### src/bfloat16_cube_root_macros.svh
// Assertion macros shared by the cube root RTL.
`ifndef BFLOAT16_CUBE_ROOT_MACROS_SVH
`define BFLOAT16_CUBE_ROOT_MACROS_SVH

// Same-cycle implication, sampled on clk_i and disabled while rst_ni is low.
`define BCR_ASSERT_NOW(lbl, ante, cons, msg) \
  lbl: assert property (@(posedge clk_i) disable iff (!rst_ni) (ante) |-> (cons)) \
    else $error(msg);

// Next-cycle implication, sampled on clk_i and disabled while rst_ni is low.
`define BCR_ASSERT_NEXT(lbl, ante, cons, msg) \
  lbl: assert property (@(posedge clk_i) disable iff (!rst_ni) (ante) |=> (cons)) \
    else $error(msg);

`endif

### src/bcr_pkg.sv
// Types and constants shared by the bfloat16 cube root pipeline.
`timescale 1ns / 1ps
`default_nettype none

package bcr_pkg;

  localparam int Y_W       = 48;  // signed accumulator, 40 fraction bits
  localparam int R_W       = 10;  // scaled significand, 7 fraction bits
  localparam int M_W       = 7;   // signed exponent third
  localparam int K_W       = 6;   // leading-one position in the accumulator
  localparam int NUM_CELLS = 6;   // Horner steps after the leading coefficient

  typedef logic signed [Y_W-1:0] acc_t;

  // Polynomial coefficients, highest degree first, scaled by 2^40.
  localparam acc_t COEF [NUM_CELLS+1] = '{
    -48'sd19100749,
    48'sd576262900,
    -48'sd7169741793,
    48'sd48233829404,
    -48'sd198312635322,
    48'sd632539573282,
    48'sd625192837686
  };

  typedef struct packed {
    logic                    special;  // zero, infinity or NaN: pass through
    logic [15:0]             x;
    logic signed [M_W-1:0]   m;
  } meta_t;

  typedef struct packed {
    meta_t          meta;
    logic [R_W-1:0] r;
    acc_t           y;
  } cell_t;

  typedef struct packed {
    meta_t          meta;
    logic [Y_W-1:0] v;
    logic [K_W-1:0] k;
  } norm_t;

endpackage

`default_nettype wire

### src/bcr_norm.sv
// Normalize stage: clamps the polynomial value positive and finds its leading one.
`timescale 1ns / 1ps
`default_nettype none

module bcr_norm
  import bcr_pkg::*;
(
  input  wire logic  clk_i,
  input  wire logic  rst_ni,
  input  wire logic  valid_i,
  output logic       ready_o,
  input  wire cell_t data_i,
  output logic       valid_o,
  input  wire logic  ready_i,
  output norm_t      data_o
);

  logic  valid_q, valid_d;
  logic  load;
  norm_t data_q, data_d;

  assign ready_o = !valid_q || ready_i;
  assign load    = valid_i && ready_o;
  assign valid_d = load ? 1'b1 : (ready_i ? 1'b0 : valid_q);

  always_comb begin
    logic [Y_W-1:0] v;
    logic [K_W-1:0] k;
    if (data_i.y[Y_W-1] || (data_i.y == '0)) begin
      v = Y_W'(1);
    end else begin
      v = data_i.y;
    end
    k = '0;
    for (int i = 0; i < Y_W; i++) begin
      if (v[i]) begin
        k = K_W'(i);
      end
    end
    data_d.meta = data_i.meta;
    data_d.v    = v;
    data_d.k    = k;
  end

  always_ff @(posedge clk_i or negedge rst_ni) begin
    if (!rst_ni) begin
      valid_q <= 1'b0;
    end else begin
      valid_q <= valid_d;
    end
  end

  always_ff @(posedge clk_i) begin
    if (load) begin
      data_q <= data_d;
    end
  end

  assign valid_o = valid_q;
  assign data_o  = data_q;

endmodule

`default_nettype wire

### config.mk
export PLATFORM = sky130hd
export DESIGN_NAME = bcr_norm
export DESIGN_NICKNAME = d
export VERILOG_FILES = /design/src/bfloat16_cube_root_macros.svh /design/src/bcr_pkg.sv /design/src/bcr_norm.sv
export SDC_FILE = /design/constraint.sdc
export NUM_CORES = 1
export LEC_CHECK = 0
export BUFFER_PORTS_ARGS = -buffer_cell sky130_fd_sc_hd__buf_4
export CAP_MARGIN = 20
export CORE_AREA = 4 4 91 93
export CTS_CLUSTER_DIAMETER = 80
export DETAILED_ROUTE_END_ITERATION = 8
export DIE_AREA = 0 0 95 97
export GPL_TIMING_DRIVEN = 0
export HOLD_SLACK_MARGIN = 0.03
export PLACE_DENSITY_LB_ADDON = 0.08
export SLEW_MARGIN = 20
export SYNTH_ARGS = -nofsm -noshare
export SYNTH_HDL_FRONTEND = slang
export SYNTH_SLANG_ARGS = --single-unit
### constraint.sdc
create_clock -name clk_i -period 3.6 [get_ports clk_i]
set_clock_uncertainty 0.05 [all_clocks]
set_input_delay 0.36 -clock clk_i [delete_from_list [all_inputs] [get_ports clk_i]]
set_output_delay 0.36 -clock clk_i [all_outputs]
set_load 0.01 [all_outputs]
-- Yosys cells after proc, flatten, opt, wreduce, memory -nomap -nowiden
Index checks and enable logic that the tools add are counted.
- logic and storage cells: 70
- register bits after elaboration: 79
- bits of input ports: 86
- output and inout port bits: 80
- mux-type cells: 49
- reduce and logical (&&, ||, !) cells: 10
- operator list (operator ; count):
    $mux W6 ; 30
    $logic_not A48 Y1 ; 1
    $mux W48 ; 1
    $mux W4 ; 8
    $reduce_or A16 Y1 ; 1
    $mux W3 ; 4
    $reduce_or A8 Y1 ; 1
    $mux W1 ; 4
    $mux W2 ; 2
    $reduce_or A4 Y1 ; 1
    $logic_or A1 B1 Y1 ; 2
    $reduce_bool A2 Y1 ; 1
    $reduce_or A2 Y1 ; 1
    $logic_and A1 B1 Y1 ; 1
    $logic_not A1 Y1 ; 1

-- Depth between registers and ports, before layout
- depth after elaboration: 49
- gate-level depth with buffers: 7
- mapped depth without buffers: 5

-- Least setup slack after synthesis
Ideal clock, no wire load.
- path kind: register -> register
- start: register valid_q (netlist: valid_o)
- end: register data_q (netlist bit data_o[0]), enable pin
- clock period less this slack: 2.917 ns
- library setup time: 0.445 ns
- required time: 3.105 ns
- cell stages (with the launch flop): 3
- path buffers: 0
- arrival: 2.422 ns
- setup slack: 0.683 ns
- cell sequence: dfrtp_1 nand2b_1 and2_1
- word-level cells in the longest chain between the ends: 3
- RTL lines (element ; line ; source):
    start: declaration ; bcr_norm.sv:18 ; logic valid_q, valid_d;
    start signal: assignment ; bcr_norm.sv:49 ; valid_q <= valid_d;
    $logic_not A1 Y1 ; bcr_norm.sv:22 ; assign ready_o = !valid_q || ready_i;
    $logic_or A1 B1 Y1 ; bcr_norm.sv:22 ;
    via ready_o ; bcr_norm.sv:11 ; output logic ready_o,
    $logic_and A1 B1 Y1 ; bcr_norm.sv:23 ; assign load = valid_i && ready_o;
    via load ; bcr_norm.sv:19 ; logic load;
    end signal: assignment ; bcr_norm.sv:55 ; data_q <= data_d;
    end: declaration ; bcr_norm.sv:20 ; norm_t data_q, data_d;
The timed path passes the listed nets, and every way through them passes these cells.
A chain may end at the register's enable or synchronous reset.

==> flow_results.xml <==
<?xml version="1.0" encoding="UTF-8"?>
<metrics>
  <group name="floorplanning">
    <metric name="die_h" unit="um">97</metric>
    <metric name="design.die.area" unit="sq um">9220</metric>
    <metric name="ioPinCount" unit="">166</metric>
    <metric name="design.core.area" unit="sq um">7530</metric>
    <metric name="initial_utilization" unit="%">44.0</metric>
    <metric name="placement_rows" unit="">32</metric>
    <metric name="die_extent_in_x" unit="um">95</metric>
  </group>
  <group name="synthesis">
    <metric name="synthMostInstantiatedCell" unit="">sky130_fd_sc_hd__edfxtp_1</metric>
    <metric name="postSynthRegisterBits" unit="">79</metric>
    <metric name="synth_top_cells_by_count" unit="">sky130_fd_sc_hd__edfxtp_1, sky130_fd_sc_hd__and2_1, sky130_fd_sc_hd__nor2_1, sky130_fd_sc_hd__nor3_1, sky130_fd_sc_hd__nor4_1</metric>
    <metric name="synth_edf_count" unit="">78</metric>
    <metric name="synth_fp_nets" unit="">322</metric>
    <metric name="async_flop_share" unit="%">1.27</metric>
    <metric name="yosys.cell_types.count" unit="">39</metric>
    <metric name="postSynthAreaPerCell" unit="sq um">14.0</metric>
    <metric name="synth.largest_area_cell" unit="">sky130_fd_sc_hd__edfxtp_1</metric>
    <metric name="post-synth-top-area-fraction" unit="%">70.8</metric>
    <metric name="synth_top_cells_by_area" unit="">sky130_fd_sc_hd__edfxtp_1, sky130_fd_sc_hd__and2_1, sky130_fd_sc_hd__nor2_1, sky130_fd_sc_hd__nor3_1, sky130_fd_sc_hd__nor4_1</metric>
    <metric name="syn-instance-count" unit="">236</metric>
    <metric name="count_of_yosys_warnings_during_synthesis" unit="">0</metric>
    <metric name="synth_area" unit="sq um">3310</metric>
    <metric name="synth.yosys.seq_area_share" unit="%">71.5</metric>
    <metric name="synth-main-ff-cell" unit="">sky130_fd_sc_hd__edfxtp_1</metric>
  </group>
  <group name="clocking">
    <metric name="cts-root-buf" unit="">sky130_fd_sc_hd__clkbuf_8</metric>
    <metric name="clk_latency" unit="ns">0.34</metric>
    <metric name="cts.htree.levels" unit="">3</metric>
    <metric name="tritoncts_num_sinks" unit="">79</metric>
    <metric name="clk_pin_slew_worst_paths" unit="ns">0.09</metric>
    <metric name="cts-root-to-sink-buffers" unit="">2</metric>
    <metric name="tritoncts.num_buffers" unit="">9</metric>
    <metric name="cts_tree" unit="">done</metric>
    <metric name="post_cts_resize_count" unit="">0</metric>
  </group>
  <group name="critical_path">
    <metric name="worst_ep_arrival_time" unit="ns">2.63</metric>
    <metric name="slowest_stage" unit="">sky130_fd_sc_hd__nor4_4</metric>
    <metric name="r2r_start" unit="">valid_o</metric>
    <metric name="worst-r2r-setup-slack" unit="ns">1.98</metric>
    <metric name="worstRegToRegCells" unit="">3</metric>
    <metric name="startpoint_type_of_the_worst_setup_path" unit="">primary input</metric>
    <metric name="crit-reg2reg-capture" unit="">data_o[42]</metric>
    <metric name="crit_required" unit="ns">3.65</metric>
    <metric name="cpMostUsedCell" unit="">sky130_fd_sc_hd__buf_6</metric>
    <metric name="endpoint_kind" unit="">flip-flop</metric>
    <metric name="critical_path_peak_fanout" unit="">10</metric>
    <metric name="timing.critical_path.cells" unit="">buf_4 &gt; nor4_1 &gt; nand4_1 &gt; nor4_4 &gt; nor2_2 &gt; buf_6 &gt; buf_6 &gt; and2_1</metric>
    <metric name="cpPeakStageDelay" unit="ns">0.65</metric>
    <metric name="critPathKind" unit="">primary input to flip-flop</metric>
  </group>
  <group name="placement">
    <metric name="dp.cells" unit="">494</metric>
    <metric name="post-dp-hpwl" unit="um">6340</metric>
    <metric name="post_dp_cell_area" unit="sq um">4630</metric>
    <metric name="portBuffers" unit="">155</metric>
    <metric name="place_congestion" unit="">0.835</metric>
  </group>
  <group name="run_status">
    <metric name="run_status" unit="">completed</metric>
  </group>
  <group name="final_layout">
    <metric name="utilization" unit="%">64.9</metric>
    <metric name="finish.cell_count_without_fillers" unit="">511</metric>
    <metric name="fraction_of_layout_instances_using_a_drive_strength_above_1" unit="%">43.8</metric>
    <metric name="nets_finish" unit="">490</metric>
    <metric name="antennaDiodeCount" unit="">0</metric>
    <metric name="flow.area_growth_from_synthesis" unit="%">47.6</metric>
    <metric name="post-route-cell-area" unit="sq um">4880</metric>
  </group>
  <group name="run">
    <metric name="timing.max_cap.violations" unit="">0</metric>
  </group>
  <group name="timing">
    <metric name="timing.max_slew.rel_slack" unit="%">53.8</metric>
    <metric name="period_minus_slack" unit="ns">2.58</metric>
    <metric name="final.hold.worst_slack" unit="ns">0.139</metric>
    <metric name="timing.final.hold_violations" unit="">0</metric>
    <metric name="report.final.setup_viol" unit="">0</metric>
    <metric name="post-route-period-util" unit="%">71.8</metric>
    <metric name="clock.fmax" unit="MHz">387</metric>
    <metric name="worst_slew_pin_slew" unit="ns">0.687</metric>
    <metric name="grt_setup_unrepaired" unit="">false</metric>
    <metric name="maxSlewViolCount" unit="">0</metric>
  </group>
  <group name="pwr">
    <metric name="p_clk_share" unit="%">36.6</metric>
    <metric name="worst_ir_drop_vdd" unit="mV">0.230</metric>
    <metric name="p_int" unit="W">0.00168</metric>
    <metric name="proportion_of_total_power_due_to_net_switching" unit="%">22.1</metric>
    <metric name="cellPowerDensity" unit="nW/um^2">443</metric>
    <metric name="p_switching" unit="W">0.000477</metric>
    <metric name="pwr-share-seq" unit="%">50.2</metric>
    <metric name="leakagePower" unit="nW">2.00</metric>
    <metric name="power.combinational.fraction" unit="%">13.2</metric>
  </group>
  <group name="global_route">
    <metric name="globalRouteOverflowTotal" unit="">0</metric>
    <metric name="initial_antenna_violation_count" unit="">0</metric>
    <metric name="grt_max_degree" unit="">54</metric>
    <metric name="globalRouteTotalUtil" unit="%">18.2</metric>
    <metric name="grt_pass1_wl" unit="um">12900</metric>
    <metric name="first_global_vias" unit="">2589</metric>
  </group>
  <group name="hold_path">
    <metric name="timing.hold.worst_endpoint" unit="">data_o[73]</metric>
    <metric name="timing.hold.worst.class" unit="">primary input to flip-flop</metric>
    <metric name="timing.hold.worst_path_depth" unit="">1</metric>
    <metric name="hp-start" unit="">data_i[77]</metric>
  </group>
  <group name="routing">
    <metric name="drt_wl_total" unit="um">8340</metric>
    <metric name="drt.antenna.violating_nets" unit="">0</metric>
    <metric name="detailroute.via_count" unit="">2564</metric>
    <metric name="drt_iter0_markers" unit="">120</metric>
    <metric name="drt-wirelength-per-cell" unit="um">16.3</metric>
    <metric name="vias_per_cell" unit="">5.02</metric>
    <metric name="detail_route.drc_violations" unit="">0</metric>
    <metric name="drt_pre_antenna_iters" unit="">4</metric>
  </group>
</metrics>
## cells in the final DEF (no fill, tap or decap), drive strengths merged, types with 3 or more instances in the layout
cell | netlist | layout
buf | 3 | 159
edfxtp | 78 | 78
and2 | 36 | 36
nor2 | 23 | 23
nor3 | 15 | 15
nor4 | 13 | 13
clkbuf | 3 | 12
inv | 8 | 10
nor2b | 6 | 6
a21oi | 6 | 6
o21ai | 5 | 5
nand2b | 3 | 3
o2111ai | 3 | 3
o31ai | 3 | 3
bufinv | 0 | 3
## how the worst max path moves through the flow
stage                     from          to  slack, ns
floorplan              valid_o   data_o[0]       0.68
global placement       ready_i  data_o[67]      -0.04
detailed placement  data_i[36]  data_o[46]       0.61
CTS                 data_i[36]  data_o[16]       0.93
global route        data_i[36]  data_o[16]       0.79
finish              data_i[36]  data_o[46]       1.02
## per-stage QoR
stage	setup slack [ns]	total power [W]	setup TNS [ns]
after floorplan	0.683	0.00121	0
after global placement	-0.0358	0.00139	-2.44
after global routing	0.789	0.00225	0
final	1.02	0.00216	0
after detailed placement	0.610	0.00140	0
after CTS	0.926	0.00218	0
## power by group through the flow
stage	Sequential, W	Clock (W)	Combinational [W]
after floorplan	0.00114	0	0.0000721
after global placement	0.00111	0	0.000278
after detailed placement	0.00111	0	0.000289
after CTS	0.00109	0.000805	0.000290
after global routing	0.00109	0.000846	0.000312
final	0.00109	0.000790	0.000286
## registers in the layout, indices dropped and copies added, names as in the netlist
| register | cells |
|---|---|
| data_o | 78 |
| valid_o | 1 |
## per-layer routing
metal	global-route usage (%)	share of wire, %
met1	22.0	39
met2	30.9	50
met3	5.29	9.7
met4	5.55	1.1
met5	0	0
## kinds of logic after synthesis
group | after synthesis | share of synthesized area (%)
buffers and inverters | 14 | 2.27
and+or+nand+nor | 107 | 18.5
other | 1 | 0.113
AOI/OAI and AO/OA | 35 | 7.60
DFF | 79 | 71.5
## final cells by class
cell class                 instances  area [sq um]
fill                             615          2640
buffer                             6          45.0
tap                              102           128
multi-input combinational        143           870
sequential                        79          2370
inverter                           8          30.0
clock buffer                       9           124
timing repair buffer             157          1200
clock inverter                     7           119
## critical path, delay by kind of cell
kind / cells / cell delay (ns)
AND/OR/NAND/NOR: 5 / 1.83
buffers and inverters: 3 / 0.43
## repair_timing
item | CTS | global route
hold buffers | 1 | 0
hold endpoints to repair | 1 | 0
buffers inserted | 0 | 0
Note: power is estimated with default switching activity, not from simulation.
