===== src/bfloat16_cube_root_macros.svh =====
// Assertion macros shared by the cube root RTL.
`ifndef BFLOAT16_CUBE_ROOT_MACROS_SVH
`define BFLOAT16_CUBE_ROOT_MACROS_SVH

// Same-cycle implication, sampled on clk_i and disabled while rst_ni is low.
`define BCR_ASSERT_NOW(lbl, ante, cons, msg) \
  lbl: assert property (@(posedge clk_i) disable iff (!rst_ni) (ante) |-> (cons)) \
    else $error(msg);

// Next-cycle implication, sampled on clk_i and disabled while rst_ni is low.
`define BCR_ASSERT_NEXT(lbl, ante, cons, msg) \
  lbl: assert property (@(posedge clk_i) disable iff (!rst_ni) (ante) |=> (cons)) \
    else $error(msg);

`endif


===== src/bcr_pkg.sv =====
// Types and constants shared by the bfloat16 cube root pipeline.
`timescale 1ns / 1ps
`default_nettype none

package bcr_pkg;

  localparam int Y_W       = 48;  // signed accumulator, 40 fraction bits
  localparam int R_W       = 10;  // scaled significand, 7 fraction bits
  localparam int M_W       = 7;   // signed exponent third
  localparam int K_W       = 6;   // leading-one position in the accumulator
  localparam int NUM_CELLS = 6;   // Horner steps after the leading coefficient

  typedef logic signed [Y_W-1:0] acc_t;

  // Polynomial coefficients, highest degree first, scaled by 2^40.
  localparam acc_t COEF [NUM_CELLS+1] = '{
    -48'sd19100749,
    48'sd576262900,
    -48'sd7169741793,
    48'sd48233829404,
    -48'sd198312635322,
    48'sd632539573282,
    48'sd625192837686
  };

  typedef struct packed {
    logic                    special;  // zero, infinity or NaN: pass through
    logic [15:0]             x;
    logic signed [M_W-1:0]   m;
  } meta_t;

  typedef struct packed {
    meta_t          meta;
    logic [R_W-1:0] r;
    acc_t           y;
  } cell_t;

  typedef struct packed {
    meta_t          meta;
    logic [Y_W-1:0] v;
    logic [K_W-1:0] k;
  } norm_t;

endpackage

`default_nettype wire


===== src/bcr_cell.sv =====
// One Horner cell: multiply by the scaled significand, round, add a coefficient.
`timescale 1ns / 1ps
`default_nettype none

module bcr_cell
  import bcr_pkg::*;
(
  input  wire logic clk_i,
  input  wire logic rst_ni,
  input  wire acc_t coef_i,
  input  wire logic valid_i,
  output logic      ready_o,
  input  wire cell_t data_i,
  output logic      valid_o,
  input  wire logic ready_i,
  output cell_t     data_o
);

  logic                 valid_q, valid_d;
  logic                 load;
  cell_t                data_q, data_d;
  logic signed [Y_W+10:0] prod;
  logic signed [Y_W+10:0] rnd;

  assign ready_o = !valid_q || ready_i;
  assign load    = valid_i && ready_o;
  assign valid_d = load ? 1'b1 : (ready_i ? 1'b0 : valid_q);

  // The product carries 47 fraction bits; round half up back to 40.
  assign prod = (Y_W+11)'(data_i.y) * (Y_W+11)'($signed({1'b0, data_i.r}));
  assign rnd  = prod + (Y_W+11)'(64);

  always_comb begin
    data_d      = data_i;
    data_d.y    = $signed(rnd[Y_W+6:7]) + coef_i;
  end

  always_ff @(posedge clk_i or negedge rst_ni) begin
    if (!rst_ni) begin
      valid_q <= 1'b0;
    end else begin
      valid_q <= valid_d;
    end
  end

  always_ff @(posedge clk_i) begin
    if (load) begin
      data_q <= data_d;
    end
  end

  assign valid_o = valid_q;
  assign data_o  = data_q;

endmodule

`default_nettype wire


===== config.mk =====
export PLATFORM = sky130hd
export DESIGN_NAME = bcr_cell
export DESIGN_NICKNAME = d
export VERILOG_FILES = /design/src/bfloat16_cube_root_macros.svh /design/src/bcr_pkg.sv /design/src/bcr_cell.sv
export SDC_FILE = /design/constraint.sdc
export NUM_CORES = 1
export LEC_CHECK = 0
export BUFFER_PORTS_ARGS = -buffer_cell sky130_fd_sc_hd__clkbuf_2
export CAP_MARGIN = 10
export CORE_AREA = 4 4 199 201
export DETAILED_ROUTE_END_ITERATION = 12
export DIE_AREA = 0 0 203 205
export HOLD_SLACK_MARGIN = 0.06
export PLACE_DENSITY = 0.85
export SLEW_MARGIN = 10
export SYNTH_ARGS = -nofsm -noshare
export SYNTH_HDL_FRONTEND = slang
export SYNTH_SLANG_ARGS = --single-unit

===== constraint.sdc =====
create_clock -name clk_i -period 3.9 [get_ports clk_i]
set_clock_uncertainty 0.1 [all_clocks]
set_input_delay 0.975 -clock clk_i [delete_from_list [all_inputs] [get_ports clk_i]]
set_output_delay 0.975 -clock clk_i [all_outputs]
set_load 0.005 [all_outputs]

# After elaboration in Yosys (flattened, before gate mapping)
# Cells that the tools add are included.
[totals]
regBits = 83
latch_bits = 0
ramBits = 0
romBits = 0
input_bits = 134
wordCells = 15
memories = 0
[classes]
add_sub_neg = 2
mul = 1
n_div = 0
magnitude_cmp = 0
eq_ne = 0
shifts = 0
mux = 2
n_bitwise = 0
reduce_logical = 4
[ops]
columns = ["operator", "count"]
rows = [
  ["$add 55x8->55 const B", 1],
  ["$mul 48x11->55", 1],
  ["$add 48x48->48", 1],
  ["$mux 1", 2],
  ["$reduce_bool 2->1", 1],
  ["$logic_and 1x1->1", 1],
  ["$logic_not 1->1", 1],
  ["$logic_or 1x1->1", 1],
]

# Depth between registers and ports, before layout
# Gate-level depths: netlist of run 1.
[logic_depth]
word_depth = 4
mapped_depth = 36
ltp_nobuf = 33

# Least setup slack after synthesis of run 1
# OpenSTA, ideal clock, no wires.
[synth_path]
path_kind = "in2reg"
start = "input port data_i[55] (netlist bit)"
end = "register data_q (netlist bit data_o[44]) (data pin)"
t_arrival_ps = 8357
required_ps = 3538
path_slack_ps = -4819
stages = 32
path_buffers = 2
path_cell_list = "clkbuf_1 > clkbuf_1 > nand2_1 > fa_1 > fa_1 > inv_1 > fa_1 > fa_1 > inv_1 > fa_1 > inv_1 > ha_1 > a21oi_1 > nand2_1 > a21o_1 > a31o_1 > a2111oi_4 > o31ai_2 > a21o_1 > a31o_2 > xor2_1 > ha_1 > a21oi_1 > nand2_1 > and3_1 > a211oi_1 > a41oi_2 > a2111oi_4 > o221ai_2 > nor2_2 > o21bai_1 > xor2_1"
[synth_lines]
columns = ["element", "line_no", "text"]
rows = [
  ["start: declaration", "bcr_cell.sv:13", "input wire cell_t data_i,"],
  ["end signal: assignment", "bcr_cell.sv:48", "data_q <= data_d;"],
  ["end: declaration", "bcr_cell.sv:21", "cell_t data_q, data_d;"],
]

==> summary.md, run 1 <==
| Metric | Value |
|---|---|
| Most frequent cells in the layout | `inv_1, buf_4, fa_1, nand2_1, and2_1` |
| Final period utilization | `216%` |
| Largest family of logic cells by synthesized area | `adder cells` |
| Status | `finished with violations` |
| Worst Reg-to-Reg Cells | `3` |
| Post-synth cell types | `55` |
| Routed WL per cell | `19.4 microns` |
| Share of the synthesized area in the top cell type | `between 30% and 40%` |
| Mapped Nets | `roughly 3k` |
| Number of global-route vias before repair | `20.0k` |
| Post-layout min period | `between 8000 and 9000 ps` |
| Drt initial violations | `roughly 1.3k` |
| Vias | `around 19k` |
| DIE AREA | `between 0.04 and 0.05 sq mm` |
| DRT Pass-1 Iters | `5` |
| Critical Path Stages | `34` |
| Dpl cells | `about 3.2k` |
| Filler Cell Count | `roughly 2.4k` |
| Setup TNS | `-172,360 ps` |
| Post-route DRC | `0` |
| Post-Synth Simple-Gate Area | `15.5%` |
| Post-layout nets | `around 3.5k` |
| Initial core utilization | `a little over half` |
| Max clock buf depth | `2` |
| Port bufs | `between 200 and 250` |
| TritonCTS clock tree | `built` |
| Unrepaired setup endpoints after global routing | `true` |
| Worst-path clk slew | `110 ps` |
| Root Buffer | `clkbuf_16` |
| Cell family with most CP delay | `adder cells` |
| Seq/Total Area, Yosys | `between 10% and 20%` |
| Rows | `between 70 and 80` |
| Worst Setup Start Kind | `primary input` |
| Final worst slack | `-4510 ps` |
| GRT Residual Overflow | `0` |
| XOR/XNOR share of the synthesized area | `under 10%` |
| Die X | `between 200 and 250 microns` |
| Synthesized area | `roughly 0.021 sq mm` |
| Fin. Hold Viols | `0` |
| Crit path DAT | `8460 ps` |
| Endpoint type of the worst setup path | `flop` |
| Largest net degree at the start of global routing | `between 50 and 60` |
| Slowest library cell on the worst path | `fa_1` |
| Setup Viol. Count Final | `48` |
| Ranking of synthesized cells by area | `fa_1, ha_1, edfxtp_1` |
| Critical path buffers and inverters | `7` |
| ANT nets after route | `0` |
| CTS buffer count | `9` |
| Gpl congestion | `between 0.9 and 1` |
| Failing checks | `negative setup slack` |
| Vias per cell | `approximately 5.6` |
| CP max stage delay | `between 500 and 600 ps` |
| Clk_lat worst skew | `around 420 ps` |
| Htree depth | `3` |
| Synth Register Bits | `slightly above 80` |
| Max-Cap Viols | `0` |
| Data required, critical path | `3960 ps` |
| Area grow syn2layout | `32.7%` |
| Rel. slew slack | `a little over three fifths` |
| Commonest non-fill, non-tap cell in the layout | `inv_1` |
| Synth Instances | `about 2.2k` |
| Fmax | `approximately 120 MHz` |
| First-pass GRT wire length | `between 90,000 and 100,000 microns` |
| Post-Synth Adder-Cell Area | `49.5%` |
| Yosys warns | `0` |
| Height of the die | `about 210 microns` |
| Final Max Tran Viols | `0` |
| Core area | `0.0376 sq mm` |
| Initial antenna violation count | `3` |
| Hold crit path type | `in2async` |
| Post-Route WL | `between 60,000 and 70,000 microns` |
| Post-DP HPWL | `slightly below 50,000 microns` |
| Post-synthesis mux area share | `less than 1%` |
| Main synth FF type | `edfxtp_1` |
| Synth Area per Inst | `about 9.3 sq um` |
| Final Instance Count excl. Fillers | `around 3.3k` |
| GR Util All Layers | `29.1%` |
| Post-synth EDFFs | `between 80 and 90` |
| Share of cells above drive strength 1 | `roughly a third` |
| Critical path type | `in2reg` |
| Most used cell, CP | `fa_1` |
| Num Clock Sinks | `83` |
| Asr flop ratio synth | `between 1 and 1.5%` |
| Post-synthesis compound-gate area fraction | `roughly 8.5%` |
| Crit path max fanout | `4` |
| Slew @ Worst Pin | `approximately 560 ps` |
| Io pins | `218` |
| Fin Hold WS | `206 ps` |
| Largest area contributor in the netlist | `fa_1` |
[logic make-up after synthesis]
kind of cell	after synthesis
mux	1
flops	83
compound gates	245
simple gates	646
buf+inv	554
fa+ha+maj	589
xor+xnor	102
[sequential cells by signal (all words and copies together), names as in the netlist]
signal and flops:
valid_o 1, data_o 82
[path summary, 6_finish.rpt]
kind | start | slack [ps] | endpoint
max in group asynchronous | rst_ni | 3410 | valid_o
worst max register to register | valid_o | 2020 | data_o[8]
worst min register to register | valid_o | 460 | valid_o
worst max-delay path | data_i[3] | -4510 | data_o[44]
min in group clk_i | valid_o | 460 | valid_o
worst min-delay path | rst_ni | 210 | valid_o
[routing by layer]
layer	vias up	global-route usage, %	part of all wire, %
met5	-	0	0.034
met4	4	12.9	5.6
met3	323	5.13	7.9
met2	1016	52.2	51
met1	9166	34.2	36
li1	8030	-	-
[cell usage after synthesis (all sizes together), types with 4 or more instances]
master,n
a211oi,13
nor2,49
a31oi,6
a2111oi,5
fa,380
a31o,5
o21a,11
o31ai,4
ha,209
o21ai,39
xor2,30
o211ai,6
nor3,7
o21bai,10
nor2b,9
a21o,43
edfxtp,82
clkbuf,93
nand2,282
a211o,5
and2,241
xnor2,72
inv,460
nand3,17
and3,9
nand4,13
nand2b,9
a21oi,83
[cell type report]
type | count | area (sq um) | share of cell area, %
multi-input combinational | 1583 | 17200 | 62.7
timing repair buffer | 684 | 5060 | 18.5
sequential | 83 | 2490 | 9.08
inverter | 460 | 1730 | 6.30
tap | 511 | 639 | 2.33
clock buffer | 9 | 225 | 0.822
clock inverter | 7 | 76.3 | 0.279
antenna | 1 | 2.50 | 0.00913
[timing repair]
action	4_1_cts	5_1_grt
buffers inserted	46	37
resized for setup	131	139
cloned	1	1
hold buffers	0	0
pin swaps	92	70
endpoints found under the setup margin	48	48
[metrics by stage]
step | worst slack (ps) | utilization (%) | area (sq um)
final | -4510 | 72.9 | 27400
after global routing | -4760 | 72.9 | 27400
after CTS | -4020 | 70.6 | 26500
after detailed placement | -4800 | 67.2 | 25300
after global placement | -4620 | 67.2 | 25300
after floorplan | -4190 | - | 21000
Power of run 1 is left out: the tool's default activity adds up to more than one toggle a clock period on the data nets, which glitch-free logic cannot reach.
==> inputs of run 2 (changes only) <==
--- a/config.mk
+++ b/config.mk
@@ -7,9 +7,9 @@
 export LEC_CHECK = 0
 export BUFFER_PORTS_ARGS = -buffer_cell sky130_fd_sc_hd__clkbuf_2
 export CAP_MARGIN = 10
-export CORE_AREA = 4 4 199 201
+export CORE_AREA = 4 4 169 237
 export DETAILED_ROUTE_END_ITERATION = 12
-export DIE_AREA = 0 0 203 205
+export DIE_AREA = 0 0 173 241
 export HOLD_SLACK_MARGIN = 0.06
 export PLACE_DENSITY = 0.85
 export SLEW_MARGIN = 10
==> summary.md, run 2 (synthesized netlist as in run 1, its figures left out) <==
| Metric | Value |
|---|---|
| Vias per cell | `5.42 (-2.4%)` |
| Max-Cap Viols | `0 (unchanged)` |
| Endpoint type of the worst setup path | `flop` |
| Unrepaired setup endpoints after global routing | `true` |
| Crit path max fanout | `4 (unchanged)` |
| Critical path type | `in2reg` |
| Routed WL per cell | `17.6 microns (-8.9%)` |
| Gpl congestion | `0.971 (+3.8%)` |
| Fmax | `122 MHz (+2.1%)` |
| Rows | `85 (+20%)` |
| TritonCTS clock tree | `built` |
| Post-DP HPWL | `48,100 microns (about the same)` |
| R2r startpoint | `valid_o` |
| Max clock buf depth | `2 (unchanged)` |
| Final worst slack | `-4330 ps (+177 ps)` |
| Vias | `17.7k (-4.6%)` |
| Fin Hold WS | `257 ps (+50.4 ps)` |
| Status | `finished with violations` |
| Drt initial violations | `992 (-24%)` |
| Most used cell, CP | `fa_1` |
| Hold crit path type | `in2async` |
| DIE AREA | `0.0417 sq mm (+0.19%)` |
| Failing checks | `negative setup slack` |
| GRT Residual Overflow | `0 (unchanged)` |
| Height of the die | `241 microns (+18%)` |
| Slew @ Worst Pin | `579 ps (+18.7 ps)` |
| Final period utilization | `211% (-4.5 points)` |
| CP max stage delay | `550 ps (about the same)` |
| Max FFs per register | `82 (unchanged)` |
| GR Util All Layers | `27.5% (-1.5 points)` |
| Crit path DAT | `8270 ps (-190 ps)` |
| R2R Path End | `data_o[49]` |
| First-pass GRT wire length | `93,200 microns (-4.4%)` |
| Root Buffer | `clkbuf_16` |
| Num Clock Sinks | `83 (unchanged)` |
| Slowest library cell on the worst path | `fa_1` |
| CTS Hold Bufs | `0 (unchanged)` |
| Die X | `173 microns (-15%)` |
| Setup Viol. Count Final | `48 (unchanged)` |
| DP Worst Slack | `-4840 ps (-44.7 ps)` |
| R2R Setup Slk | `2100 ps (+80 ps)` |
| Initial core utilization | `54.2% (-0.72 points)` |
| Port bufs | `217 (unchanged)` |
| Most frequent cells in the layout | `inv_1, buf_4, fa_1, nand2_1, and2_1` |
| Worst-path clk slew | `80 ps (-30 ps)` |
| Post-layout min period | `8230 ps (-177 ps)` |
| Post-Route WL | `57,600 microns (-11%)` |
| Clk_lat worst skew | `380 ps (-40 ps)` |
| Worst Reg-to-Reg Cells | `3 (unchanged)` |
| Io pins | `218 (unchanged)` |
| Share of cells above drive strength 1 | `28.5% (-3.1 points)` |
| Initial antenna violation count | `1 (-2)` |
| Rel. slew slack | `61.4% (-1.2 points)` |
| Area grow syn2layout | `28.2%` |
| Final Max Tran Viols | `0 (unchanged)` |
| Post-layout nets | `3,501 (-1.2%)` |
| CTS buffer count | `9 (unchanged)` |
| ANT nets after route | `0 (unchanged)` |
| Htree depth | `3 (unchanged)` |
| Commonest non-fill, non-tap cell in the layout | `inv_1` |
| Worst Setup Start Kind | `primary input` |
| DRT Pass-1 Iters | `5 (unchanged)` |
| Largest net degree at the start of global routing | `47 (-15%)` |
| Core area | `0.0381 sq mm (+1.3%)` |
| Post-route DRC | `0 (unchanged)` |
| Number of global-route vias before repair | `20.1k (+0.82%)` |
| Fin. Hold Viols | `0 (unchanged)` |
| Data required, critical path | `3940 ps (-20 ps)` |
==> run 2: changes by cell type in the layout (fill, tap and decap cells not counted), sizes merged <==
| cell | previous run | this run |
|---|---|---|
| clkbuf | 219 | 225 |
| clkinv | 2 | 3 |
| inv | 465 | 462 |
| bufinv | 0 | 2 |
| diode | 1 | 2 |
| buf | 474 | 425 |
==> run 2: critical path, delay by kind of cell <==
kind	cells	cell delay, ps
compound gates	13	2830
xor+xnor	2	310
fa+ha+maj	7	3100
buf+inv	5	330
simple gates	5	710
==> run 2: routing by layer <==
layer | wire, microns | part of all wire, % | GRT usage [%]
met1 | 19800 | 34 | 29.0
met2 | 31100 | 54 | 52.5
met3 | 3780 | 6.6 | 4.84
met4 | 2950 | 5.1 | 14.3
met5 | 0 | 0 | 0
==> run 2: final cells by class <==
cell class,count,area [sq um]
timing repair buffer,641,4560
multi-input combinational,1583,16700
tap,478,598
antenna,2,5.00
inverter,460,1730
sequential,83,2490
clock inverter,7,98.8
fill,2591,11600
clock buffer,9,225
==> run 2: timing repair <==
action                                 4_1_cts  5_1_grt
setup buffers                               16       20
setup endpoints to repair                   48       48
pin swaps                                   32       68
gates resized for setup                     80       61
endpoints found under the hold margin        0        0
==> run 2: per-stage QoR <==
stage               TNS [ps]  instances  cell area, sq um  utilization [%]
floorplan            -150610       2220             21000                -
global placement     -176070       3212             25200             66.2
detailed placement   -183720       3212             25200             66.2
CTS                  -155310       3243             26000             68.4
global route         -172240       3262             26500             69.5
finish               -162010       3263             26500             69.5
==> run 2: worst max-delay path by stage <==
stage / to / slack, ps / cells after the start / from
finish: data_o[44] / -4330 / 32 / data_i[55]
global route: data_o[44] / -4530 / 32 / data_i[55]
CTS: data_o[44] / -4150 / 33 / data_i[55]
detailed placement: data_o[44] / -4840 / 31 / data_i[50]
global placement: data_o[44] / -4640 / 31 / data_i[50]
floorplan: data_o[44] / -4190 / 33 / data_i[5]
Power of run 2 is left out for the same reason.
