### src/bfloat16_cube_root_macros.svh
// Assertion macros shared by the cube root RTL.
`ifndef BFLOAT16_CUBE_ROOT_MACROS_SVH
`define BFLOAT16_CUBE_ROOT_MACROS_SVH

// Same-cycle implication, sampled on clk_i and disabled while rst_ni is low.
`define BCR_ASSERT_NOW(lbl, ante, cons, msg) \
  lbl: assert property (@(posedge clk_i) disable iff (!rst_ni) (ante) |-> (cons)) \
    else $error(msg);

// Next-cycle implication, sampled on clk_i and disabled while rst_ni is low.
`define BCR_ASSERT_NEXT(lbl, ante, cons, msg) \
  lbl: assert property (@(posedge clk_i) disable iff (!rst_ni) (ante) |=> (cons)) \
    else $error(msg);

`endif

### src/bcr_pkg.sv
// Types and constants shared by the bfloat16 cube root pipeline.
`timescale 1ns / 1ps
`default_nettype none

package bcr_pkg;

  localparam int Y_W       = 48;  // signed accumulator, 40 fraction bits
  localparam int R_W       = 10;  // scaled significand, 7 fraction bits
  localparam int M_W       = 7;   // signed exponent third
  localparam int K_W       = 6;   // leading-one position in the accumulator
  localparam int NUM_CELLS = 6;   // Horner steps after the leading coefficient

  typedef logic signed [Y_W-1:0] acc_t;

  // Polynomial coefficients, highest degree first, scaled by 2^40.
  localparam acc_t COEF [NUM_CELLS+1] = '{
    -48'sd19100749,
    48'sd576262900,
    -48'sd7169741793,
    48'sd48233829404,
    -48'sd198312635322,
    48'sd632539573282,
    48'sd625192837686
  };

  typedef struct packed {
    logic                    special;  // zero, infinity or NaN: pass through
    logic [15:0]             x;
    logic signed [M_W-1:0]   m;
  } meta_t;

  typedef struct packed {
    meta_t          meta;
    logic [R_W-1:0] r;
    acc_t           y;
  } cell_t;

  typedef struct packed {
    meta_t          meta;
    logic [Y_W-1:0] v;
    logic [K_W-1:0] k;
  } norm_t;

endpackage

`default_nettype wire

### src/bcr_pack.sv
// Output stage: rounds to nearest even, forms the exponent and holds the result word.
`timescale 1ns / 1ps
`default_nettype none

module bcr_pack
  import bcr_pkg::*;
(
  input  wire logic  clk_i,
  input  wire logic  rst_ni,
  input  wire logic  valid_i,
  output logic       ready_o,
  input  wire norm_t data_i,
  output logic       valid_o,
  input  wire logic  ready_i,
  output logic [15:0] root_o
);

  logic        valid_q, valid_d;
  logic        load;
  logic [15:0] root_q, root_d;

  assign ready_o = !valid_q || ready_i;
  assign load    = valid_i && ready_o;
  assign valid_d = load ? 1'b1 : (ready_i ? 1'b0 : valid_q);

  always_comb begin
    logic [K_W-1:0]   sh;
    logic [K_W-1:0]   shm1;
    logic [Y_W-1:0]   shifted;
    logic [Y_W-1:0]   lowmask;
    logic [7:0]       mant0;
    logic             inc;
    logic [8:0]       mant9;
    logic [7:0]       mant;
    logic             exinc;
    logic signed [9:0] biased;
    logic [7:0]       exp8;
    sh      = data_i.k - K_W'(7);
    shm1    = sh - K_W'(1);
    shifted = data_i.v >> sh;
    lowmask = ~({Y_W{1'b1}} << shm1);
    if (data_i.k >= K_W'(7)) begin
      mant0 = shifted[7:0];
      inc   = (sh != '0) && data_i.v[shm1]
              && ((|(data_i.v & lowmask)) || mant0[0]);
    end else begin
      mant0 = 8'(data_i.v[7:0] << (3'd7 - data_i.k[2:0]));
      inc   = 1'b0;
    end
    mant9 = {1'b0, mant0} + {8'd0, inc};
    exinc = mant9[8];
    mant  = exinc ? mant9[8:1] : mant9[7:0];
    // Exponent is m + k - 40, biased by 127.
    biased = $signed({{3{data_i.meta.m[M_W-1]}}, data_i.meta.m})
             + $signed({4'd0, data_i.k}) + 10'sd87 + $signed({9'd0, exinc});
    if (biased < 10'sd1) begin
      exp8 = 8'd1;
    end else if (biased > 10'sd254) begin
      exp8 = 8'd254;
    end else begin
      exp8 = biased[7:0];
    end
    if (data_i.meta.special) begin
      root_d = data_i.meta.x;
    end else begin
      root_d = {data_i.meta.x[15], exp8, mant[6:0]};
    end
  end

  always_ff @(posedge clk_i or negedge rst_ni) begin
    if (!rst_ni) begin
      valid_q <= 1'b0;
    end else begin
      valid_q <= valid_d;
    end
  end

  always_ff @(posedge clk_i) begin
    if (load) begin
      root_q <= root_d;
    end
  end

  assign valid_o = valid_q;
  assign root_o  = root_q;

endmodule

`default_nettype wire

### config.mk
export PLATFORM = sky130hd
export DESIGN_NAME = bcr_pack
export DESIGN_NICKNAME = d
export VERILOG_FILES = /design/src/bfloat16_cube_root_macros.svh /design/src/bcr_pkg.sv /design/src/bcr_pack.sv
export SDC_FILE = /design/constraint.sdc
export NUM_CORES = 1
export LEC_CHECK = 0
export ABC_AREA = 1
export BUFFER_PORTS_ARGS = -buffer_cell sky130_fd_sc_hd__buf_2
export CAP_MARGIN = 10
export CORE_ASPECT_RATIO = 0.75
export CORE_UTILIZATION = 62
export DETAILED_ROUTE_END_ITERATION = 10
export PLACE_DENSITY = 0.88
export SYNTH_ARGS = -nofsm -noshare
export SYNTH_HDL_FRONTEND = slang
export SYNTH_SLANG_ARGS = --single-unit
### constraint.sdc
create_clock -name clk_i -period 3.8 [get_ports clk_i]
set_input_delay 0.38 -clock clk_i [delete_from_list [all_inputs] [get_ports clk_i]]
set_output_delay 0.38 -clock clk_i [all_outputs]
set_load 0.05 [all_outputs]
==> qor.csv, run 1 <==
metric;value;unit
status;stopped before the end;
stop_stage;4_1_cts;
error_line;[ERROR DPL-0033] detailed placement checks failed during check placement.;
dpl.hpwl;20.7;mm
start_util;66.2;%
synth_top_area_share;28.0;%
placed_cell_area;0.00695;mm²
die_h;79.9;µm
fp.dieW;106;µm
port_buffers;99;
pin_count;100;
yosys_register_bits;17;
cts_resized;65;
synth-seq-area-share;10.1;%
syn_area_per_cell;5.13;µm²
synth_fp_nets;1081;
place_congestion;1.30;
yosys.area.top_type;nand2_1;
syn_area;0.00501;mm²
syn-instance-count;977;
cts_sinks;17;
yosys.cell_types.count;45;
cts-buffers-inserted;3;
cts_root_buf;clkbuf_8;
clockBufferDepth;2;
rows;27;
cts_hold_buf;1;
yosysWarnings;0;
placed_cells;1314;
yosys-top-cells-area;nand2_1, nand3_1, edfxtp_1, nor2_1, o21ai_0;
cts_setup_buffers;13;
cts_htree_levels;1;
## per-stage QoR
stage	setup TNS (ns)	worst slack [ns]	util, %
after floorplan	-6.13	-1.26	-
after global placement	-6.57	-1.17	91.8
after detailed placement	-9.63	-1.55	91.8
## cells by family after synthesis
group                      count (synthesis)  share of synthesized area (%)
DFF                                       17                           10.1
and+or+nand+nor                          707                           60.3
muxes                                      2                          0.400
adders and majority gates                 22                           5.64
buffers and inverters                    116                           11.0
AOI/OAI and AO/OA                        109                           11.8
xor gates and xnor gates                   4                          0.699
## Yosys cell counts (all sizes together)
cell type	count
dfrtp	1
a22oi	2
o31ai	3
xor2	3
xnor2	1
a21oi	24
clkinv	4
a21o	1
o21bai	2
fa	1
nor3	6
nor4	1
o311ai	2
o211ai	3
o2111ai	1
inv	63
clkbuf	9
ha	21
a211oi	1
or2	6
o21ai	68
mux2i	2
nand3b	1
nand2	383
o22ai	1
a22o	1
nand3	214
nor2	91
edfxtp	16
nand4	5
buf	40
==> inputs of run 2 (changes only) <==
--- a/config.mk
+++ b/config.mk
@@ -8,10 +8,9 @@
 export ABC_AREA = 1
 export BUFFER_PORTS_ARGS = -buffer_cell sky130_fd_sc_hd__buf_2
 export CAP_MARGIN = 10
-export CORE_ASPECT_RATIO = 0.75
-export CORE_UTILIZATION = 62
+export CORE_UTILIZATION = 40
 export DETAILED_ROUTE_END_ITERATION = 10
-export PLACE_DENSITY = 0.88
+export PLACE_DENSITY_LB_ADDON = 0.15
 export SYNTH_ARGS = -nofsm -noshare
 export SYNTH_HDL_FRONTEND = slang
 export SYNTH_SLANG_ARGS = --single-unit
==> run 2 against run 1 <==
  * The flow now finishes, with violations (setup timing)
  * Synthesized area stayed put
  * Synthesized cell count unchanged
==> qor.csv, run 2 <==
metric;value;unit
status;finished, violations left;
violations;setup timing;
crit_type;in -> reg;
min_path_type;in -> reg;
cts_sinks;17;
min_period;4.96;ns
cp.arrival;4.96;ns
start_util;41.4;%
grt_max_degree;49;
port_buffers;99;
pin_count;100;
r2r_start;valid_o$_DFFE_PN0P_;
fin_crit_sh;130;%
yosys.area.top_type;nand2_1;
fin_skew;0.00331;ns
syn-instance-count;977;
p_leak;4.18;nW
crit_fanout;20;
setup_viol;8;
path_buf_inv;8;
gr-total-overflow;0;
mostFrequentLayoutCell;nand2_1;
syn2layout_area_growth;55.6;%
rsz0062_at_grt;true;
drtIter0Drc;853;
syn_area_per_cell;5.13;µm²
min_path_cells;1;
clk_pin_slew;0.05;ns
vias;7829;
cts-buffers-inserted;3;
placed_cells;1411;
routed_wl;24.1;mm
core;0.0121;mm²
final_cell_mix;nand2_1, buf_4, nand3_1;
diodes;0;
finalHoldViolCount;0;
yosys.cell_types.count;45;
cts_htree_levels;1;
yosysWarnings;0;
yosys-top-cells-area;nand2_1, nand3_1, edfxtp_1, nor2_1, o21ai_0;
critPathLaunchType;input port;
fmax;202;MHz
whs;0.313;ns
r2r_end;root_o[14]$_DFFE_PP_;
cellPowerDensity;246;mW/mm²
max_slew.worst_pin.slew;0.463;ns
clk_latency;0.25;ns
grt.total_usage;37.0;%
p_sw;924;µW
firstDrtPassIters;7;
top_usage_layer;met1;
slew_headroom;69.0;%
met3_usage;11.7;%
syn_area;0.00501;mm²
crit_required;3.80;ns
synth_edf_count;16;
synth-seq-area-share;10.1;%
drv_slew;0;
synth_fp_nets;1081;
hp-start;data_i[76];
first_global_vias;7193;
irDropWorstVdd;0.162;mV
reg2reg_depth;2;
largest_register_ff_count;16;
fin_ws;-1.16;ns
grt_pass1_wl;37.2;mm
worst_path_max_delay_cell;fa_2;
rows;40;
sw_frac_of_total;48.3;%
wl_per_cell;16.8;µm
cts_root_buf;clkbuf_16;
cap_violations;0;
crit_family;simple AND/OR/NAND/NOR gates;
drcViolationCount;0;
final_cells;1440;
cp-end-kind;register;
r2r_slack;2.41;ns
p_seq_share;12.1;%
synth_most_common_cell;nand2_1;
vias_per_cell;5.44;
dpl.hpwl;19.9;mm
fillCellCount;1173;
synth_top_area_share;28.0;%
internal_power;990;µW
power_frac_clock;10.9;%
path_common_cell;nand3_1;
fin_nets;1377;
ant_nets;0;
max_stage_delay;0.36;ns
synth.top_cells.by_count;nand2_1, nand3_1, nor2_1;
synthArstFlopShare;5.88;%
grtUsageMet2;52.8;%
worstHoldEndpoint;root_o[15]$_DFFE_PP_;
drive_above_1_share;33.3;%
yosys_register_bits;17;
die_area;0.0130;mm²
comb_power_share;76.9;%
clockBufferDepth;2;
grt_util_met1;52.9;%
synth_top_flop_cell;edfxtp_1;
antenna_found_initial;2;
cts_tree;built;
die_h;114;µm
place_congestion;1.01;
fp.dieW;114;µm
## run 2: cell counts after synthesis
Identical to the previous run, type by type.
## run 2: metrics by stage
step | setup slack [ns] | power, mW | TNS [ns] | area [µm²] | util (%)
2_1_floorplan | -1.26 | 1.02 | -6.13 | 5250 | -
3_3_place_gp | -1.41 | 1.57 | -8.82 | 7280 | 60.1
3_5_place_dp | -1.49 | 1.57 | -8.84 | 7280 | 60.1
4_1_cts | -0.940 | 1.83 | -5.19 | 7610 | 62.8
5_1_grt | -1.43 | 2.05 | -7.54 | 7790 | 64.4
6_report | -1.16 | 1.91 | -5.90 | 7790 | 64.4
## run 2: cell families (layout without fill, tap and decap cells)
logic type | after synthesis | in the layout | share of synthesized area, %
and+or+nand+nor | 707 | 707 | 60.3
DFF | 17 | 17 | 10.1
buffers and inverters | 116 | 411 | 11.0
AOI/OAI and AO/OA | 109 | 109 | 11.8
muxes | 2 | 2 | 0.400
xor gates and xnor gates | 4 | 4 | 0.699
adders and majority gates | 22 | 22 | 5.64
## run 2: per-layer routing
| layer | up-vias | part of all wire, % |
|---|---|---|
| li1 | 3810 | - |
| met4 | 2 | 3.2 |
| met5 | - | 0.037 |
| met3 | 60 | 14 |
| met1 | 3494 | 43 |
| met2 | 463 | 40 |
## run 2: repair_timing
action / CTS / global route
buffers inserted: 16 / 9
endpoints found under the hold margin: 1 / 0
setup endpoints to repair: 8 / 8
resized for setup: 40 / 27
hold buffers: 1 / 0
gates cloned: 0 / 0
pin swaps: 32 / 17
## run 2: worst max-delay path by stage
stage | from | to | slack (ns) | cells past startpoint
2_1_floorplan | data_i[0] | root_o[7]$_DFFE_PP_ | -1.26 | 36
3_3_place_gp | data_i[0] | root_o[7]$_DFFE_PP_ | -1.41 | 37
3_5_place_dp | data_i[1] | root_o[7]$_DFFE_PP_ | -1.49 | 36
4_1_cts | data_i[1] | root_o[7]$_DFFE_PP_ | -0.94 | 38
5_1_grt | data_i[1] | root_o[7]$_DFFE_PP_ | -1.43 | 37
6_report | data_i[0] | root_o[7]$_DFFE_PP_ | -1.16 | 34
## run 2: final cells by class
| class | instances | area, µm² | area share [%] |
|---|---|---|---|
| clock buffer | 4 | 78.8 | 1.01 |
| timing repair buffer | 340 | 2430 | 31.1 |
| tap | 168 | 210 | 2.70 |
| inverter | 67 | 279 | 3.58 |
| multi-input combinational | 844 | 4300 | 55.1 |
| sequential | 17 | 505 | 6.48 |
## run 2: power groups by stage
stage	combinational, mW	clock (mW)	sequential (mW)
floorplan	0.725	0	0.293
global placement	1.33	0	0.235
detailed placement	1.33	0	0.236
CTS	1.39	0.211	0.233
global route	1.60	0.220	0.234
finish	1.47	0.209	0.233
Power figures use the tool's default switching activity.
==> inputs of run 3 (changes only) <==
--- a/config.mk
+++ b/config.mk
@@ -8,9 +8,10 @@
 export ABC_AREA = 1
 export BUFFER_PORTS_ARGS = -buffer_cell sky130_fd_sc_hd__buf_2
 export CAP_MARGIN = 10
-export CORE_UTILIZATION = 40
+export CORE_UTILIZATION = 50
 export DETAILED_ROUTE_END_ITERATION = 10
 export PLACE_DENSITY_LB_ADDON = 0.15
+export SLEW_MARGIN = 30
 export SYNTH_ARGS = -nofsm -noshare
 export SYNTH_HDL_FRONTEND = slang
 export SYNTH_SLANG_ARGS = --single-unit
==> run 3 against run 2 <==
  * The flow still finishes with violations (setup timing)
  * Clock power shrank 33%
  * Cell count shrank 3.9%
  * Flip-flop and latch count is the same
  * Maximum frequency shrank 1.8%
  * Worst setup slack lost 0.091 ns
  * Routed wire length shrank 0.72%
  * Utilization grew 14 points
  * Sequential power is essentially flat
  * Highest routed layer unchanged
==> qor.csv, run 3 (synthesis gave the netlist of run 2 again) <==
metric;value;unit
routed_wl;24.0;mm
whs;0.296;ns
gr-total-overflow;0;
cts_tree;built;
cap_violations;0;
wl_per_cell;17.3;µm
grt_max_degree;34;
cts_sinks;17;
reg2reg_depth;2;
rows;36;
place_congestion;1.09;
max_slew.worst_pin.slew;0.538;ns
power_frac_clock;7.5;%
mostFrequentLayoutCell;nand2_1;
irDropWorstVdd;0.161;mV
vias_per_cell;5.86;
violations;setup timing;
fin_skew;0.00217;ns
fin_nets;1356;
port_buffers;99;
critPathLaunchType;input port;
final_cell_mix;nand2_1, nand3_1, buf_4;
r2r_start;valid_o$_DFFE_PN0P_;
diodes;0;
cp.arrival;5.06;ns
cts_htree_levels;1;
path_depth;37;
start_util;51.5;%
drv_slew;0;
cts_root_buf;clkbuf_8;
min_path_type;in -> reg;
crit_family;simple AND/OR/NAND/NOR gates;
grt.total_usage;44.5;%
drive_above_1_share;32.3;%
sw_frac_of_total;50.6;%
clk_pin_slew;0.07;ns
finalHoldViolCount;0;
cellPowerDensity;245;mW/mm²
core;0.00973;mm²
finalInstanceArea;0.00764;mm²
crit_type;in -> reg;
fin_crit_sh;133;%
ant_nets;0;
clk_latency;0.26;ns
r2r_end;root_o[0]$_DFFE_PP_;
path_common_cell;ha_4;
drtIter0Drc;1059;
rsz0062_at_grt;true;
clockBufferDepth;2;
grt_pass1_wl;35.5;mm
drcViolationCount;0;
vias;8117;
slew_headroom;63.9;%
cts-buffers-inserted;3;
crit_fanout;5;
fin_ws;-1.25;ns
comb_power_share;80.1;%
status;finished, violations left;
final_core_util;78.5;%
startpoint;data_i[0];
fmax;198;MHz
cp-end-kind;register;
place_ws;-1.45;ns
pin_count;100;
timing.setup.tns;-6.83;ns
internal_power;925;µW
max_stage_delay;0.36;ns
syn2layout_area_growth;52.4;%
dpl.hpwl;17.8;mm
die_h;102;µm
p_leak;4.09;nW
p_sw;948;µW
worst_path_max_delay_cell;nor4_1;
antenna_found_initial;1;
firstDrtPassIters;9;
r2r_slack;2.63;ns
fp.dieW;102;µm
min_period;5.05;ns
largest_register_ff_count;16;
placed_cell_area;0.00697;mm²
path_buf_inv;10;
p_seq_share;12.4;%
crit_required;3.81;ns
die_area;0.0104;mm²
setup_viol;8;
first_global_vias;7073;
crit_path_end;root_o[7]$_DFFE_PP_;
-- run 3: how the worst min path moves through the flow --
stage | startpoint | end | slack [ns] | cells after the start
floorplan | rst_ni | valid_o$_DFFE_PN0P_ | 0.08 | 0
global placement | rst_ni | valid_o$_DFFE_PN0P_ | 0.16 | 1
detailed placement | rst_ni | valid_o$_DFFE_PN0P_ | 0.16 | 1
CTS | data_i[76] | root_o[15]$_DFFE_PP_ | 0.29 | 1
global route | data_i[76] | root_o[15]$_DFFE_PP_ | 0.29 | 1
finish | data_i[76] | root_o[15]$_DFFE_PP_ | 0.30 | 1
-- run 3: final cells by class --
type,count,area (µm²)
Tap cell,133,166
Multi-Input combinational cell,844,4290
Inverter,67,284
Fill cell,772,2090
Sequential cell,17,505
Timing Repair Buffer,319,2350
Clock buffer,4,45.0
-- run 3: timing repair --
| action | in CTS | in global routing |
|---|---|---|
| setup buffers | 25 | 11 |
| hold buffers | 1 | 0 |
| endpoints found under the hold margin | 1 | 0 |
| pin swaps | 31 | 15 |
| setup endpoints to repair | 8 | 14 |
| resized for setup | 41 | 39 |
| gates cloned | 1 | 1 |
-- run 3: power groups by stage --
stage | Clock (mW) | Combinational, mW | Sequential (mW)
after global routing | 0.146 | 1.61 | 0.234
after CTS | 0.138 | 1.36 | 0.233
after floorplan | 0 | 0.725 | 0.293
after detailed placement | 0 | 1.26 | 0.236
final | 0.141 | 1.50 | 0.233
after global placement | 0 | 1.24 | 0.236
-- run 3: metrics by stage --
stage	std cells	total power, mW
6_report	1384	1.87
3_3_place_gp	1344	1.48
3_5_place_dp	1344	1.49
5_1_grt	1384	1.99
2_1_floorplan	977	1.02
4_1_cts	1374	1.73
-- run 3: per-layer routing --
metal | GRT usage (%) | wire length [µm]
met4 | 14.3 | 1010
met3 | 14.8 | 3720
met2 | 65.5 | 9900
met1 | 60.9 | 9330
met5 | 0 | 13
-- run 3: worst reg2reg max path: stages, from the launching register on --
cell     delay (ns)
dfrtp_1        0.39
a21oi_1        0.20
buf_4          0.27
